## src/design/sngh_pkg.sv

```systemverilog
// ----------------------------------------------------------------------------
// sngh_pkg
// Shared types, constants and helpers of the subword n-gram hasher.
// ----------------------------------------------------------------------------
package sngh_pkg;

  localparam logic [31:0] FNV_BASIS  = 32'd2166136261;
  localparam logic [31:0] FNV_PRIME  = 32'd16777619;
  localparam logic [7:0]  MARK_BEGIN = 8'h3C;
  localparam logic [7:0]  MARK_END   = 8'h3E;

  localparam logic [2:0]  MIN_NGRAM_RST    = 3'd3;
  localparam logic [2:0]  MAX_NGRAM_RST    = 3'd6;
  localparam logic [23:0] BUCKET_COUNT_RST = 24'd2000000;

  // configuration register indexes
  localparam logic [1:0] CFG_MIN_NGRAM    = 2'd0;
  localparam logic [1:0] CFG_MAX_NGRAM    = 2'd1;
  localparam logic [1:0] CFG_BUCKET_COUNT = 2'd2;

  // byte source for one hash step
  typedef enum logic [1:0] {
    SRC_MEM   = 2'b00,
    SRC_BEGIN = 2'b01,
    SRC_END   = 2'b10
  } src_sel_t;

  // request to the modulo unit
  typedef struct packed {
    logic        start;
    logic [31:0] dividend;
    logic [23:0] modulus;
  } div_req_t;

  // number of continuation bytes a UTF-8 lead byte claims
  function automatic logic [1:0] lead_extra(input logic [7:0] b);
    logic [1:0] r;
    begin
      r = 2'd0;
      if ((b & 8'hE0) == 8'hC0) r = 2'd1;
      else if ((b & 8'hF0) == 8'hE0) r = 2'd2;
      else if ((b & 8'hF8) == 8'hF0) r = 2'd3;
      lead_extra = r;
    end
  endfunction

  function automatic logic [2:0] clamp_n(input logic [2:0] v);
    logic [2:0] r;
    begin
      r = v;
      if (v < 3'd3) r = 3'd3;
      else if (v > 3'd6) r = 3'd6;
      clamp_n = r;
    end
  endfunction

endpackage

```

## src/design/sngh_word_mem.sv

```systemverilog
// ----------------------------------------------------------------------------
// sngh_word_mem
// Byte store of the current word, one write and one registered read port.
// ----------------------------------------------------------------------------
module sngh_word_mem #(
  parameter int DEPTH = 64
) (
  input  logic                     clk,
  input  logic                     we,
  input  logic [$clog2(DEPTH)-1:0] waddr,
  input  logic [7:0]               wdata,
  input  logic [$clog2(DEPTH)-1:0] raddr,
  output logic [7:0]               rdata
);
  logic [7:0] mem [DEPTH];

  // write and registered read
  always_ff @(posedge clk) begin
    if (we) begin
      mem[waddr] <= wdata;
    end
    rdata <= mem[raddr];
  end
endmodule

```

## src/design/sngh_offs_mem.sv

```systemverilog
// ----------------------------------------------------------------------------
// sngh_offs_mem
// Character start offsets of the framed word, two registered read ports.
// ----------------------------------------------------------------------------
module sngh_offs_mem #(
  parameter int DEPTH = 19,
  parameter int DW    = 7
) (
  input  logic                     clk,
  input  logic                     we,
  input  logic [$clog2(DEPTH)-1:0] waddr,
  input  logic [DW-1:0]            wdata,
  input  logic [$clog2(DEPTH)-1:0] raddr_a,
  input  logic [$clog2(DEPTH)-1:0] raddr_b,
  output logic [DW-1:0]            rdata_a,
  output logic [DW-1:0]            rdata_b
);
  logic [DW-1:0] mem [DEPTH];

  always_ff @(posedge clk) begin
    if (we) begin
      mem[waddr] <= wdata;
    end
    rdata_a <= mem[raddr_a];
    rdata_b <= mem[raddr_b];
  end
endmodule

```

## src/design/sngh_divider.sv

```systemverilog
// ----------------------------------------------------------------------------
// sngh_divider
// Restoring modulo unit: 32-bit hash mod 24-bit bucket count, one bit a cycle.
// ----------------------------------------------------------------------------
module sngh_divider (
  input  logic                clk,
  input  logic                rst_n,
  input  sngh_pkg::div_req_t  req,
  output logic                done,
  output logic [23:0]         remainder
);
  import sngh_pkg::*;

  logic [31:0] quo_r, quo_nxt;
  logic [24:0] rem_r, rem_nxt;
  logic [23:0] mod_r, mod_nxt;
  logic [5:0]  cnt_r, cnt_nxt;
  logic        busy_r, busy_nxt;
  logic        done_r, done_nxt;
  logic [24:0] shifted;

  assign shifted = {rem_r[23:0], quo_r[31]};

  // shift in one dividend bit, subtract when it fits
  always_comb begin
    quo_nxt  = quo_r;
    rem_nxt  = rem_r;
    mod_nxt  = mod_r;
    cnt_nxt  = cnt_r;
    busy_nxt = busy_r;
    done_nxt = 1'b0;
    if (req.start) begin
      quo_nxt  = req.dividend;
      rem_nxt  = '0;
      mod_nxt  = (req.modulus == 24'd0) ? 24'd1 : req.modulus;
      cnt_nxt  = 6'd0;
      busy_nxt = 1'b1;
    end else if (busy_r) begin
      quo_nxt = {quo_r[30:0], 1'b0};
      rem_nxt = (shifted >= {1'b0, mod_r}) ? shifted - {1'b0, mod_r} : shifted;
      cnt_nxt = cnt_r + 6'd1;
      if (cnt_r == 6'd31) begin
        busy_nxt = 1'b0;
        done_nxt = 1'b1;
      end
    end
  end

  always_ff @(posedge clk) begin
    if (!rst_n) begin
      busy_r <= 1'b0;
      done_r <= 1'b0;
      cnt_r  <= '0;
    end else begin
      busy_r <= busy_nxt;
      done_r <= done_nxt;
      cnt_r  <= cnt_nxt;
    end
    quo_r <= quo_nxt;
    rem_r <= rem_nxt;
    mod_r <= mod_nxt;
  end

  assign done      = done_r;
  assign remainder = rem_r[23:0];
endmodule

```

## src/design/subword_ngram_hasher_top.sv

```systemverilog
// ----------------------------------------------------------------------------
// subword_ngram_hasher_top
// Character n-gram hasher: stores a word, emits FNV-1a bucket ids of its grams.
// ----------------------------------------------------------------------------
// Usage:
//   Input beats carry one word byte each; in_last_byte marks the end of the
//   word. Non-final bytes take one cycle each. After the final byte in_stall
//   stays high until the last result of the word is in the output register.
//   Each result beat carries one bucket id with its gram length and flags;
//   out_last_result marks the final id of the word. A word that yields no id
//   produces no result beat and the block returns to idle.
//   Per result: an offset lookup (none for the whole word), then for each
//   hashed byte a word store read and one FNV multiply, then the start of
//   the modulo, the wait on the bit-serial modulo unit and the load of the
//   output register. Word end adds setup before the first result.
//   The output register lets the next gram be computed while a result waits;
//   a stalled receiver holds the result and the sequencer waits at loading.
//   Reset (synchronous, active low) empties the word and restores the
//   registers to min_ngram 3, max_ngram 6, bucket_count 2000000. Configuration
//   must be written only while idle; the block does not enforce it.
// ----------------------------------------------------------------------------
module subword_ngram_hasher_top #(
  parameter int MAX_WORD_BYTES = 64,
  parameter int MAX_WORD_CHARS = 16
) (
  input  logic        clk,
  input  logic        rst_n,
  input  logic        in_valid,
  output logic        in_stall,
  input  logic [7:0]  in_word_byte,
  input  logic        in_last_byte,
  output logic        out_valid,
  input  logic        out_stall,
  output logic [23:0] out_subword_id,
  output logic [4:0]  out_gram_chars,
  output logic        out_whole_word,
  output logic        out_word_truncated,
  output logic        out_last_result,
  input  logic        cfg_we,
  input  logic [1:0]  cfg_index,
  input  logic [23:0] cfg_wdata
);
  import sngh_pkg::*;

  localparam int ADDR_W = $clog2(MAX_WORD_BYTES);
  localparam int BC_W   = $clog2(MAX_WORD_BYTES + 1);
  localparam int OFF_W  = $clog2(MAX_WORD_BYTES + 3);
  localparam int K_W    = $clog2(MAX_WORD_CHARS + 1);
  localparam int ODEPTH = MAX_WORD_CHARS + 3;
  localparam int OIDX_W = $clog2(ODEPTH);

  typedef enum logic [10:0] {
    ST_IDLE  = 11'b00000000001,
    ST_FIN0  = 11'b00000000010,
    ST_FIN1  = 11'b00000000100,
    ST_FIN2  = 11'b00000001000,
    ST_PLAN  = 11'b00000010000,
    ST_OREAD = 11'b00000100000,
    ST_OWAIT = 11'b00001000000,
    ST_HADDR = 11'b00010000000,
    ST_HMUL  = 11'b00100000000,
    ST_MOD   = 11'b01000000000,
    ST_EMIT  = 11'b10000000000
  } state_t;

  state_t state_r, state_nxt;

  // configuration
  logic [2:0]  min_ngram_r, max_ngram_r;
  logic [23:0] bucket_count_r;

  // word capture state
  logic [BC_W-1:0]   bc_r, bc_nxt;
  logic [K_W-1:0]    k_r, k_nxt;
  logic [OFF_W-1:0]  pos_r, pos_nxt;
  logic [1:0]        rem_r, rem_nxt;
  logic              frozen_r, frozen_nxt;
  logic              ovf_r, ovf_nxt;

  // gram iteration and hashing
  logic              whole_r, whole_nxt;
  logic [2:0]        n_r, n_nxt;
  logic [OIDX_W-1:0] s_r, s_nxt;
  logic [OFF_W-1:0]  i_r, i_nxt;
  logic [OFF_W-1:0]  to_r, to_nxt;
  logic [31:0]       h_r, h_nxt;
  src_sel_t          src_r, src_nxt;

  // output register
  logic        ov_r, ov_nxt;
  logic [23:0] oid_r, oid_nxt;
  logic [4:0]  ochars_r, ochars_nxt;
  logic        owhole_r, owhole_nxt;
  logic        otrunc_r, otrunc_nxt;
  logic        olast_r, olast_nxt;

  // memory ports
  logic              wm_we;
  logic [ADDR_W-1:0] wm_raddr;
  logic [7:0]        wm_rdata;
  logic              om_we;
  logic [OIDX_W-1:0] om_waddr, om_raddr_a, om_raddr_b;
  logic [OFF_W-1:0]  om_wdata, om_rdata_a, om_rdata_b;

  div_req_t    dreq;
  logic        ddone;
  logic [23:0] drem;

  logic              in_acc, out_free;
  logic [2:0]        lo, hi;
  logic [OIDX_W-1:0] len, n_ext, lo_ext, hi_ext;
  logic              has_next;
  logic [7:0]        hbyte;
  logic [31:0]       hx;
  logic              stored;

  assign in_acc   = in_valid && !in_stall;
  assign in_stall = (state_r != ST_IDLE);
  assign out_free = !ov_r || !out_stall;
  assign lo       = clamp_n(min_ngram_r);
  assign hi       = clamp_n(max_ngram_r);
  assign len      = OIDX_W'(k_r) + OIDX_W'(2);
  assign n_ext    = OIDX_W'(n_r);
  assign lo_ext   = OIDX_W'(lo);
  assign hi_ext   = OIDX_W'(hi);
  assign stored   = (bc_r < BC_W'(MAX_WORD_BYTES));

  // another gram follows the current one
  always_comb begin
    if (whole_r) begin
      has_next = (lo <= hi) && (lo_ext <= len);
    end else begin
      has_next = ((s_r + n_ext + OIDX_W'(1)) <= len) ||
                 ((n_r < hi) && ((n_ext + OIDX_W'(1)) <= len));
    end
  end

  // select and hash one framed byte
  always_comb begin
    case (src_r)
      SRC_BEGIN: hbyte = MARK_BEGIN;
      SRC_END:   hbyte = MARK_END;
      default:   hbyte = wm_rdata;
    endcase
    hx = (h_r ^ {{24{hbyte[7]}}, hbyte}) * FNV_PRIME;
  end

  assign wm_we    = in_acc && stored;
  assign wm_raddr = ADDR_W'(i_r - OFF_W'(1));

  always_comb begin
    state_nxt  = state_r;
    bc_nxt     = bc_r;
    k_nxt      = k_r;
    pos_nxt    = pos_r;
    rem_nxt    = rem_r;
    frozen_nxt = frozen_r;
    ovf_nxt    = ovf_r;
    whole_nxt  = whole_r;
    n_nxt      = n_r;
    s_nxt      = s_r;
    i_nxt      = i_r;
    to_nxt     = to_r;
    h_nxt      = h_r;
    src_nxt    = src_r;
    ov_nxt     = ov_r && out_stall;
    oid_nxt    = oid_r;
    ochars_nxt = ochars_r;
    owhole_nxt = owhole_r;
    otrunc_nxt = otrunc_r;
    olast_nxt  = olast_r;
    om_we      = 1'b0;
    om_waddr   = '0;
    om_wdata   = '0;
    om_raddr_a = s_r;
    om_raddr_b = s_r + n_ext;
    dreq.start    = 1'b0;
    dreq.dividend = h_r;
    dreq.modulus  = bucket_count_r;

    case (state_r)
      ST_IDLE: begin
        if (in_acc) begin
          // store the byte and track character boundaries
          if (stored) begin
            bc_nxt = bc_r + BC_W'(1);
            if (!frozen_r) begin
              if (rem_r == 2'd0) begin
                if (k_r == K_W'(MAX_WORD_CHARS)) begin
                  frozen_nxt = 1'b1;
                  ovf_nxt    = 1'b1;
                end else begin
                  om_we    = 1'b1;
                  om_waddr = OIDX_W'(k_r) + OIDX_W'(1);
                  om_wdata = OFF_W'(bc_r) + OFF_W'(1);
                  k_nxt    = k_r + K_W'(1);
                  rem_nxt  = lead_extra(in_word_byte);
                  pos_nxt  = OFF_W'(bc_r) + OFF_W'(1);
                end
              end else begin
                rem_nxt = rem_r - 2'd1;
                pos_nxt = OFF_W'(bc_r) + OFF_W'(1);
              end
            end
          end else begin
            ovf_nxt = 1'b1;
          end
          if (in_last_byte) begin
            state_nxt = ST_FIN0;
          end
        end
      end
      // write closing offsets and the fixed first one
      ST_FIN0: begin
        om_we     = 1'b1;
        om_waddr  = OIDX_W'(k_r) + OIDX_W'(1);
        om_wdata  = pos_r + OFF_W'(1);
        state_nxt = ST_FIN1;
      end
      ST_FIN1: begin
        om_we     = 1'b1;
        om_waddr  = OIDX_W'(k_r) + OIDX_W'(2);
        om_wdata  = pos_r + OFF_W'(2);
        state_nxt = ST_FIN2;
      end
      ST_FIN2: begin
        om_we     = 1'b1;
        om_waddr  = '0;
        om_wdata  = '0;
        state_nxt = ST_PLAN;
      end
      // choose the whole word or the first gram, or return to idle if none
      ST_PLAN: begin
        if (len > hi_ext) begin
          whole_nxt = 1'b1;
          i_nxt     = '0;
          to_nxt    = pos_r + OFF_W'(2);
          h_nxt     = FNV_BASIS;
          state_nxt = ST_HADDR;
        end else if ((lo <= hi) && (lo_ext <= len)) begin
          whole_nxt = 1'b0;
          n_nxt     = lo;
          s_nxt     = '0;
          state_nxt = ST_OREAD;
        end else begin
          bc_nxt     = '0;
          k_nxt      = '0;
          pos_nxt    = '0;
          rem_nxt    = '0;
          frozen_nxt = 1'b0;
          ovf_nxt    = 1'b0;
          state_nxt  = ST_IDLE;
        end
      end
      ST_OREAD: begin
        state_nxt = ST_OWAIT;
      end
      ST_OWAIT: begin
        i_nxt     = om_rdata_a;
        to_nxt    = om_rdata_b;
        h_nxt     = FNV_BASIS;
        state_nxt = ST_HADDR;
      end
      // fetch the next framed byte or start the modulo
      ST_HADDR: begin
        if (i_r == to_r) begin
          dreq.start = 1'b1;
          state_nxt  = ST_MOD;
        end else begin
          if (i_r == '0) src_nxt = SRC_BEGIN;
          else if (i_r == pos_r + OFF_W'(1)) src_nxt = SRC_END;
          else src_nxt = SRC_MEM;
          state_nxt = ST_HMUL;
        end
      end
      ST_HMUL: begin
        h_nxt     = hx;
        i_nxt     = i_r + OFF_W'(1);
        state_nxt = ST_HADDR;
      end
      ST_MOD: begin
        if (ddone) begin
          state_nxt = ST_EMIT;
        end
      end
      // load the output register, then advance the gram or end the word
      ST_EMIT: begin
        if (out_free) begin
          ov_nxt     = 1'b1;
          oid_nxt    = drem;
          ochars_nxt = whole_r ? 5'(len) : 5'(n_r);
          owhole_nxt = whole_r;
          otrunc_nxt = ovf_r;
          olast_nxt  = !has_next;
          if (has_next) begin
            state_nxt = ST_OREAD;
            if (whole_r) begin
              whole_nxt = 1'b0;
              n_nxt     = lo;
              s_nxt     = '0;
            end else if ((s_r + n_ext + OIDX_W'(1)) <= len) begin
              s_nxt = s_r + OIDX_W'(1);
            end else begin
              n_nxt = n_r + 3'd1;
              s_nxt = '0;
            end
          end else begin
            bc_nxt     = '0;
            k_nxt      = '0;
            pos_nxt    = '0;
            rem_nxt    = '0;
            frozen_nxt = 1'b0;
            ovf_nxt    = 1'b0;
            state_nxt  = ST_IDLE;
          end
        end
      end
      default: begin
        state_nxt = ST_IDLE;
      end
    endcase
  end

  // configuration registers
  always_ff @(posedge clk) begin
    if (!rst_n) begin
      min_ngram_r    <= MIN_NGRAM_RST;
      max_ngram_r    <= MAX_NGRAM_RST;
      bucket_count_r <= BUCKET_COUNT_RST;
    end else if (cfg_we) begin
      case (cfg_index)
        CFG_MIN_NGRAM:    min_ngram_r    <= cfg_wdata[2:0];
        CFG_MAX_NGRAM:    max_ngram_r    <= cfg_wdata[2:0];
        CFG_BUCKET_COUNT: bucket_count_r <= cfg_wdata;
        default: ;
      endcase
    end
  end

  // control and payload registers
  always_ff @(posedge clk) begin
    if (!rst_n) begin
      state_r  <= ST_IDLE;
      bc_r     <= '0;
      k_r      <= '0;
      pos_r    <= '0;
      rem_r    <= '0;
      frozen_r <= 1'b0;
      ovf_r    <= 1'b0;
      ov_r     <= 1'b0;
    end else begin
      state_r  <= state_nxt;
      bc_r     <= bc_nxt;
      k_r      <= k_nxt;
      pos_r    <= pos_nxt;
      rem_r    <= rem_nxt;
      frozen_r <= frozen_nxt;
      ovf_r    <= ovf_nxt;
      ov_r     <= ov_nxt;
    end
    whole_r  <= whole_nxt;
    n_r      <= n_nxt;
    s_r      <= s_nxt;
    i_r      <= i_nxt;
    to_r     <= to_nxt;
    h_r      <= h_nxt;
    src_r    <= src_nxt;
    oid_r    <= oid_nxt;
    ochars_r <= ochars_nxt;
    owhole_r <= owhole_nxt;
    otrunc_r <= otrunc_nxt;
    olast_r  <= olast_nxt;
  end

  sngh_word_mem #(.DEPTH(MAX_WORD_BYTES)) u_word_mem (
    .clk   (clk),
    .we    (wm_we),
    .waddr (bc_r[ADDR_W-1:0]),
    .wdata (in_word_byte),
    .raddr (wm_raddr),
    .rdata (wm_rdata)
  );

  sngh_offs_mem #(.DEPTH(ODEPTH), .DW(OFF_W)) u_offs_mem (
    .clk     (clk),
    .we      (om_we),
    .waddr   (om_waddr),
    .wdata   (om_wdata),
    .raddr_a (om_raddr_a),
    .raddr_b (om_raddr_b),
    .rdata_a (om_rdata_a),
    .rdata_b (om_rdata_b)
  );

  sngh_divider u_div (
    .clk       (clk),
    .rst_n     (rst_n),
    .req       (dreq),
    .done      (ddone),
    .remainder (drem)
  );

  assign out_valid          = ov_r;
  assign out_subword_id     = oid_r;
  assign out_gram_chars     = ochars_r;
  assign out_whole_word     = owhole_r;
  assign out_word_truncated = otrunc_r;
  assign out_last_result    = olast_r;
endmodule

```

## config.mk

```make
export PLATFORM = sky130hd
export DESIGN_NAME = subword_ngram_hasher_top
export DESIGN_NICKNAME = d
export VERILOG_FILES = /design/src/design/sngh_pkg.sv /design/src/design/sngh_word_mem.sv /design/src/design/sngh_offs_mem.sv /design/src/design/sngh_divider.sv /design/src/design/subword_ngram_hasher_top.sv
export SDC_FILE = /design/constraint.sdc
export NUM_CORES = 2
export LEC_CHECK = 0
export BUFFER_PORTS_ARGS = -buffer_cell sky130_fd_sc_hd__buf_4
export CAP_MARGIN = 20
export CORE_MARGIN = 5
export CORE_UTILIZATION = 55
export DETAILED_ROUTE_END_ITERATION = 10
export PLACE_DENSITY = 0.73
export SETUP_SLACK_MARGIN = 0.3
export SYNTH_ARGS = -nofsm -noshare
export SYNTH_HDL_FRONTEND = slang
export SYNTH_SLANG_ARGS = --single-unit
```

## constraint.sdc

```tcl
create_clock -name clk -period 7.3 [get_ports clk]
set_clock_uncertainty 0.15 [all_clocks]
set_input_delay 0 -clock clk [delete_from_list [all_inputs] [get_ports clk]]
set_output_delay 0 -clock clk [all_outputs]
set_load 0.03 [all_outputs]
```

* Yosys cells after proc, flatten, opt, wreduce, memory -nomap -nowiden
Memory sizes are Yosys's and may differ from the RTL's. A register that Yosys moved wholly into a read port is not among the register bits.
Index checks and enable logic that the tools add are counted.
** Word-level totals
- Flip-flop bits (word level) :: 242
- Bits in writable memories :: 645
- Input port bits :: 40
- Output and inout bits :: 34
- Memories :: 2
** Operators by class
- $add $sub $neg :: 15
- $mul :: 1
- $lt $le $gt $ge :: 12
- Equal/unequal tests :: 43
- Muxes and demuxes :: 127
- Bitwise gates (word level) :: 4
- Reduce and logical (&&, ||, !) cells :: 39
** Memory list
- u_word_mem.mem :: words 64, bits a word 8, read ports 1, clocked after memory_dff 1, wr ports 1, line sngh_word_mem.sv:15 : logic [7:0] mem [DEPTH];
- u_offs_mem.mem :: words 19, bits a word 7, read ports 2, clocked after memory_dff 2, wr ports 1, line sngh_offs_mem.sv:18 : logic [DW-1:0] mem [DEPTH];
** Operators with widths (count)
- 2-to-1 mux 7 bit :: 18
- one-hot mux 11 bit (10 select lines) :: 1
- 2-to-1 mux 5 bit :: 20
- 2-to-1 mux 32 bit :: 3
- one-hot mux 32 bit (3 select lines) :: 1
- one-hot mux 7 bit (3 select lines) :: 4
- 2-to-1 mux 11 bit :: 4
- 2-to-1 mux 1 bit :: 36
- 2-to-1 mux 3 bit :: 11
- multiplier 32 x 25 -> 32 bit (second input constant) :: 1
- XOR 32 bit :: 1
- one-hot mux 5 bit (3 select lines) :: 2
- 2-to-1 mux 2 bit :: 13
- != test 2 bit (second input constant) :: 13
- greater-or-equal comparator 25 x 24 -> 1 bit :: 1
- zero test 24 bit :: 1
- 2-to-1 mux 24 bit :: 1
- subtractor 24 bit :: 1
- adder 7 x 1 -> 7 bit (second input constant) :: 3
- != test 3 bit (second input constant) :: 6
- AND reduction 9 bit :: 2
- one-hot mux 8 bit (2 select lines) :: 1
- adder 5 x 1 -> 5 bit (second input constant) :: 3
- == test 7 bit :: 2
- other kinds (61) :: 92

* Depth between registers and ports, before layout
- Word-level depth :: 10
- Gate-level depth with buffers :: 27

* Cells and area by module
A second synthesis with hierarchy kept.
** Unflattened totals
- Cell total of the unflattened synthesis :: 3334
- Area total of the unflattened synthesis :: 45512.4 um^2
** By module, submodules not included
- sngh_word_mem :: instances 1, cells each 972, area an instance 20190.6 um^2, sequential area each 15534.9 um^2
- subword_ngram_hasher_top :: instances 1, cells each 1497, area an instance 13808.2 um^2, sequential area each 3973.8 um^2
- sngh_offs_mem :: instances 1, cells each 392, area an instance 6600.1 um^2, sequential area each 4274.1 um^2
- sngh_divider :: instances 1, cells each 473, area an instance 4913.5 um^2, sequential area each 2322.2 um^2

* Worst setup path before layout
No wires, ideal clock.
- Kind :: register -> register
- Start point :: register src_r[1]
- End point :: register h_r[31] (data pin)
- Library setup time :: 268 ps
- Arrival :: 6177 ps
- Data required time :: 6882 ps
- Path slack :: 705 ps
- Cell stages (with the launch flop) :: 25
- Path buffers :: 3
- Cell sequence :: edfxtp_1 > ha_1 > clkbuf_1 > nand2_1 > clkbuf_1 > clkbuf_1 > xor2_1 > inv_1 > ha_1 > ha_1 > ha_1 > fa_1 > ha_1 > inv_1 > fa_1 > inv_1 > ha_1 > nor2_1 > nor2_1 > a41oi_1 > o31ai_1 > a21oi_1 > o311ai_0 > xnor2_1 > nand2_1
** On the way
- Word-level cells in the longest chain between the ends :: 5
- Elaborated cells on any way between the ends :: 6
** RTL lines
- start: declaration :: line subword_ngram_hasher_top.sv:87 : src_sel_t src_r, src_nxt;
- start signal: assignment :: line subword_ngram_hasher_top.sv:367 : src_r <= src_nxt;
- == test 2 bit / == test 2 x 1 -> 1 bit (equally long branches) :: line subword_ngram_hasher_top.sv:140 : case (src_r)
- one-hot mux 8 bit (2 select lines) (*) :: line subword_ngram_hasher_top.sv:140
- XOR 32 bit (*) :: line subword_ngram_hasher_top.sv:145 : hx = (h_r ^ {{24{hbyte[7]}}, hbyte}) * FNV_PRIME;
- multiplier 32 x 25 -> 32 bit (*) :: line subword_ngram_hasher_top.sv:145
- one-hot mux 32 bit (3 select lines) (*) :: line subword_ngram_hasher_top.sv:181 : case (state_r)
- end signal: assignment :: line subword_ngram_hasher_top.sv:366 : h_r <= h_nxt;
- end: declaration :: line subword_ngram_hasher_top.sv:86 : logic [31:0] h_r, h_nxt;
Mark *: on every way between the ends. The rest lies on a longest branch, timed or not.
A chain may end at the register's enable or synchronous reset.

* Final worst setup path
- Start point :: register src_r[1]
- End point :: register h_r[20] (data pin)
Same word-level chain as after synthesis.

==> reports/summary.json <==
{
  "via_cell_ratio": 6.09,
  "initial_core_util_pct": 55.6,
  "p_leak_uw": 0.0184,
  "syn_nets": 3491,
  "maximum_number_of_pins_on_one_net_before_global_route_repair": 72,
  "cp.arrival_ps": 6840,
  "num_io_pins": 74,
  "crit_type": "flop to flop",
  "netSwitchingFraction_pct": 22.2,
  "worst_setup_path_endpoint": "h_r[20]",
  "die_w_microns": 296,
  "final-hold-violation-count": 0,
  "synthSimpleGateAreaFrac_pct": 7.75,
  "clock_tree_from_tritoncts": "yes",
  "first_iter_violations": 2614,
  "core_region_area_sq_um": 80800,
  "crit_start": "src_r[1]",
  "xor_xnor_share_of_the_synthesized_area_pct": 3.57,
  "dp_worst_setup_slack_ps": 567,
  "syn2layout_area_growth_pct": 12.2,
  "clock-sinks": 909,
  "totalNegativeSetupSlack_ps": 0,
  "final.period_utilization_pct": 90.9,
  "die_h_microns": 296,
  "postSynth.asyncResetShare_pct": 0,
  "crit_path_start_kind": "flop",
  "worst-r2r-cell-count": 21,
  "synth_most_common_cell": "sky130_fd_sc_hd__edfxtp_1",
  "grt_pass1_wl_microns": 164000,
  "report.final.setup_viol": 0,
  "synth_enable_flop_cells": 790,
  "hold_class": "input port to flop",
  "worst-slew-pin-transition_ps": 1150,
  "timing.rr.start": "src_r[1]",
  "maxCapViolations": 0,
  "grt_usage_pct": 24.2,
  "clkSlewWorstSetupHoldPaths_ps": 60,
  "numCtsBuffers": 93,
  "stdcell_area_sq_um": 50400,
  "internal_power_uw": 8600,
  "port_buffers": 73,
  "mux_contribution_to_synthesized_area_pct": 13.0,
  "yosys.area_share.adder_pct": 9.16,
  "synthDistinctLibCells": 85,
  "critical_path.endpoint_type": "flop",
  "number_of_fill_cells": 5690,
  "average_cell_area_after_synthesis_sq_um": 14.2,
  "clk_path_buf_depth": 3,
  "pwr-share-clk_pct": 42.4,
  "max_slew_margin_pct": 22.8,
  "area.sequential_sq_um": 26100,
  "critPathRequiredTime_ps": 7500,
  "power.combinational.fraction_pct": 5.4,
  "place_congestion": 0.893,
  "grt_overflow_total": 0,
  "synth.top_cell.area_share_pct": 52.8,
  "drt-wirelength-per-cell_microns": 23.8,
  "unrepaired_setup_endpoints_after_global_routing": "no",
  "slew_violations": 0,
  "yosysWarningCount": 0,
  "peakVddDrop_mv": 0.329,
  "drt.antenna.violating_nets": 0,
  "total_die_area_sq_um": 87500,
  "design.final.nets": 3604,
  "yosys.area.top_type": "sky130_fd_sc_hd__edfxtp_1",
  "worstSkewPairLatency_ps": 670,
  "drt_drc_violations_left": 0,
  "drt_pass1_iterations": 7,
  "dpl.hpwl_microns": 68000,
  "rows": 104,
  "htree_levels": 3,
  "critical_path.max_fanout": 8,
  "complex_gate_fraction_of_the_synthesized_area_pct": 4.80,
  "worstReg2RegEnd": "h_r[20]",
  "ys_seq_area_share_pct": 58.1,
  "layout-drive-gt1-share_pct": 16.1,
  "final_period_minus_worst_setup_slack_ps": 6640,
  "reg2reg_slack_ps": 660,
  "seq_power_share_pct": 52.2,
  "place_area_sq_um": 46500,
  "synthTopCellsByArea": "sky130_fd_sc_hd__edfxtp_1 (53%), sky130_fd_sc_hd__mux4_2 (12%), sky130_fd_sc_hd__ha_1 (5.8%)",
  "top_cell_types_by_occurrence_after_synthesis": "sky130_fd_sc_hd__edfxtp_1 (790), sky130_fd_sc_hd__nand2_1 (272), sky130_fd_sc_hd__mux4_2 (238), sky130_fd_sc_hd__inv_1 (235), sky130_fd_sc_hd__nor2_1 (219)",
  "post_synth_instance_area_sq_um": 44900,
  "fmax_ghz": 0.151,
  "root_buffer": "sky130_fd_sc_hd__clkbuf_16",
  "status": "complete, no violations",
  "grt_antenna_before_repair": 4,
  "cts_setup_buffers": 0,
  "grt_pass1_vias": 27800,
  "finalWirelength_microns": 105000,
  "synth_top_family_by_area": "multiplexers",
  "synth_flop_cell": "sky130_fd_sc_hd__edfxtp_1",
  "final.setup.worst_slack_ps": 662,
  "multi_input_combinational_cell_area_sq_um": 17300,
  "power_switching_uw": 2460,
  "postSynthRegisterBits": 909,
  "syn-instance-count": 3168,
  "powerDensity_nw_per_um2": 219,
  "vias": 26900
}
-- how the worst min path moves through the flow --
stage,cells past startpoint,startpoint,slack [ps],endpoint
2_1_floorplan,0,in_word_byte[0],-50,u_word_mem.mem[0][0]
3_3_place_gp,3,cfg_wdata[7],70,bucket_count_r[7]
3_5_place_dp,3,cfg_wdata[7],70,bucket_count_r[7]
4_1_cts,4,cfg_wdata[2],10,max_ngram_r[2]
5_1_grt,4,cfg_wdata[2],30,max_ngram_r[2]
6_report,4,cfg_wdata[2],50,max_ngram_r[2]
-- power by group through the flow --
stage	combinational, uW	sequential [uW]	clock (uW)
after floorplan	371	5850	0
after global placement	528	5870	0
after detailed placement	553	5880	0
after CTS	590	5770	4760
after global routing	656	5780	4980
final	601	5770	4680
-- metrics by stage --
step | hold slack, ps | power [uW] | utilization (%) | cells
2_1_floorplan | -51.1 | 6220 | - | 3168
3_3_place_gp | 66.0 | 6400 | 57.5 | 4157
3_5_place_dp | 69.9 | 6430 | 57.5 | 4159
4_1_cts | 11.4 | 11100 | 62.3 | 4410
5_1_grt | 28.7 | 11400 | 62.4 | 4418
6_report | 45.6 | 11100 | 62.4 | 4418
-- flip-flops by register name (all words and copies together) (netlist names), 11 cells and up --
name	cells
bucket_count_r	24
u_div.quo_r	32
h_r	32
u_div.mod_r	24
u_offs_mem.mem	133
u_div.rem_r	24
u_word_mem.mem	512
state_r	11
out_subword_id	24
-- placed cells by master (no fill, tap or decap), types with 15 or more instances in the layout --
cell,count
sky130_fd_sc_hd__a21oi_1,76
sky130_fd_sc_hd__nor3_1,17
sky130_fd_sc_hd__xor2_1,104
sky130_fd_sc_hd__buf_4,114
sky130_fd_sc_hd__clkbuf_1,20
sky130_fd_sc_hd__clkinv_1,16
sky130_fd_sc_hd__dfxtp_1,119
sky130_fd_sc_hd__fa_1,75
sky130_fd_sc_hd__a31oi_1,22
sky130_fd_sc_hd__inv_1,235
sky130_fd_sc_hd__o21ai_0,91
sky130_fd_sc_hd__and3_1,18
sky130_fd_sc_hd__ha_1,205
sky130_fd_sc_hd__nand3_1,75
sky130_fd_sc_hd__xnor2_1,76
sky130_fd_sc_hd__mux2i_1,33
sky130_fd_sc_hd__nand2_1,272
sky130_fd_sc_hd__or3_1,15
sky130_fd_sc_hd__and2_1,18
sky130_fd_sc_hd__nor2b_1,22
sky130_fd_sc_hd__dlygate4sd3_1,82
sky130_fd_sc_hd__clkbuf_16,93
sky130_fd_sc_hd__nand4_1,16
sky130_fd_sc_hd__edfxtp_1,790
sky130_fd_sc_hd__a21o_1,24
sky130_fd_sc_hd__nor2_1,218
sky130_fd_sc_hd__nand2b_1,15
sky130_fd_sc_hd__mux4_2,238
-- routing by layer --
metal,track usage [%],part of all wire [%]
met1,32.8,40
met2,40.8,50
met3,3.87,6.8
met4,7.51,3.4
met5,0,0.012
-- area by class of cell --
class,count,area share (%)
repair buffers,201,3.47
diodes,3,0.0149
well taps,1060,2.63
multi-input cells,1840,34.3
flip-flops and latches,909,51.8
clock buffers,118,4.90
clock inverters,51,1.09
inverters,236,1.76
-- logic make-up after synthesis --
logic type,Yosys count
fa+ha+maj,283
mux,285
flops,909
xor+xnor,183
compound gates,335
buf+inv,419
simple gates,754
-- critical path, cell delays in order (launching register included) --
cell	delay (ps)
sky130_fd_sc_hd__edfxtp_1	360
sky130_fd_sc_hd__ha_1	430
sky130_fd_sc_hd__nor2b_1	280
sky130_fd_sc_hd__xnor2_1	260
sky130_fd_sc_hd__ha_1	310
sky130_fd_sc_hd__ha_1	300
sky130_fd_sc_hd__fa_1	480
sky130_fd_sc_hd__ha_1	230
sky130_fd_sc_hd__fa_1	480
sky130_fd_sc_hd__ha_1	300
sky130_fd_sc_hd__inv_1	60
sky130_fd_sc_hd__fa_1	530
sky130_fd_sc_hd__inv_1	40
sky130_fd_sc_hd__ha_1	340
sky130_fd_sc_hd__a21o_1	200
sky130_fd_sc_hd__or3_1	310
sky130_fd_sc_hd__a31o_2	240
sky130_fd_sc_hd__and2_1	180
sky130_fd_sc_hd__a311oi_1	470
sky130_fd_sc_hd__o21ai_0	200
sky130_fd_sc_hd__xnor2_1	170
sky130_fd_sc_hd__nand2_1	60
-- timing repair --
item,CTS,global route
setup endpoints to repair,0,1
gates resized for setup,0,1
hold buffers,82,0
endpoints found under the hold margin,612,0
(Power assumes the default switching activity.)
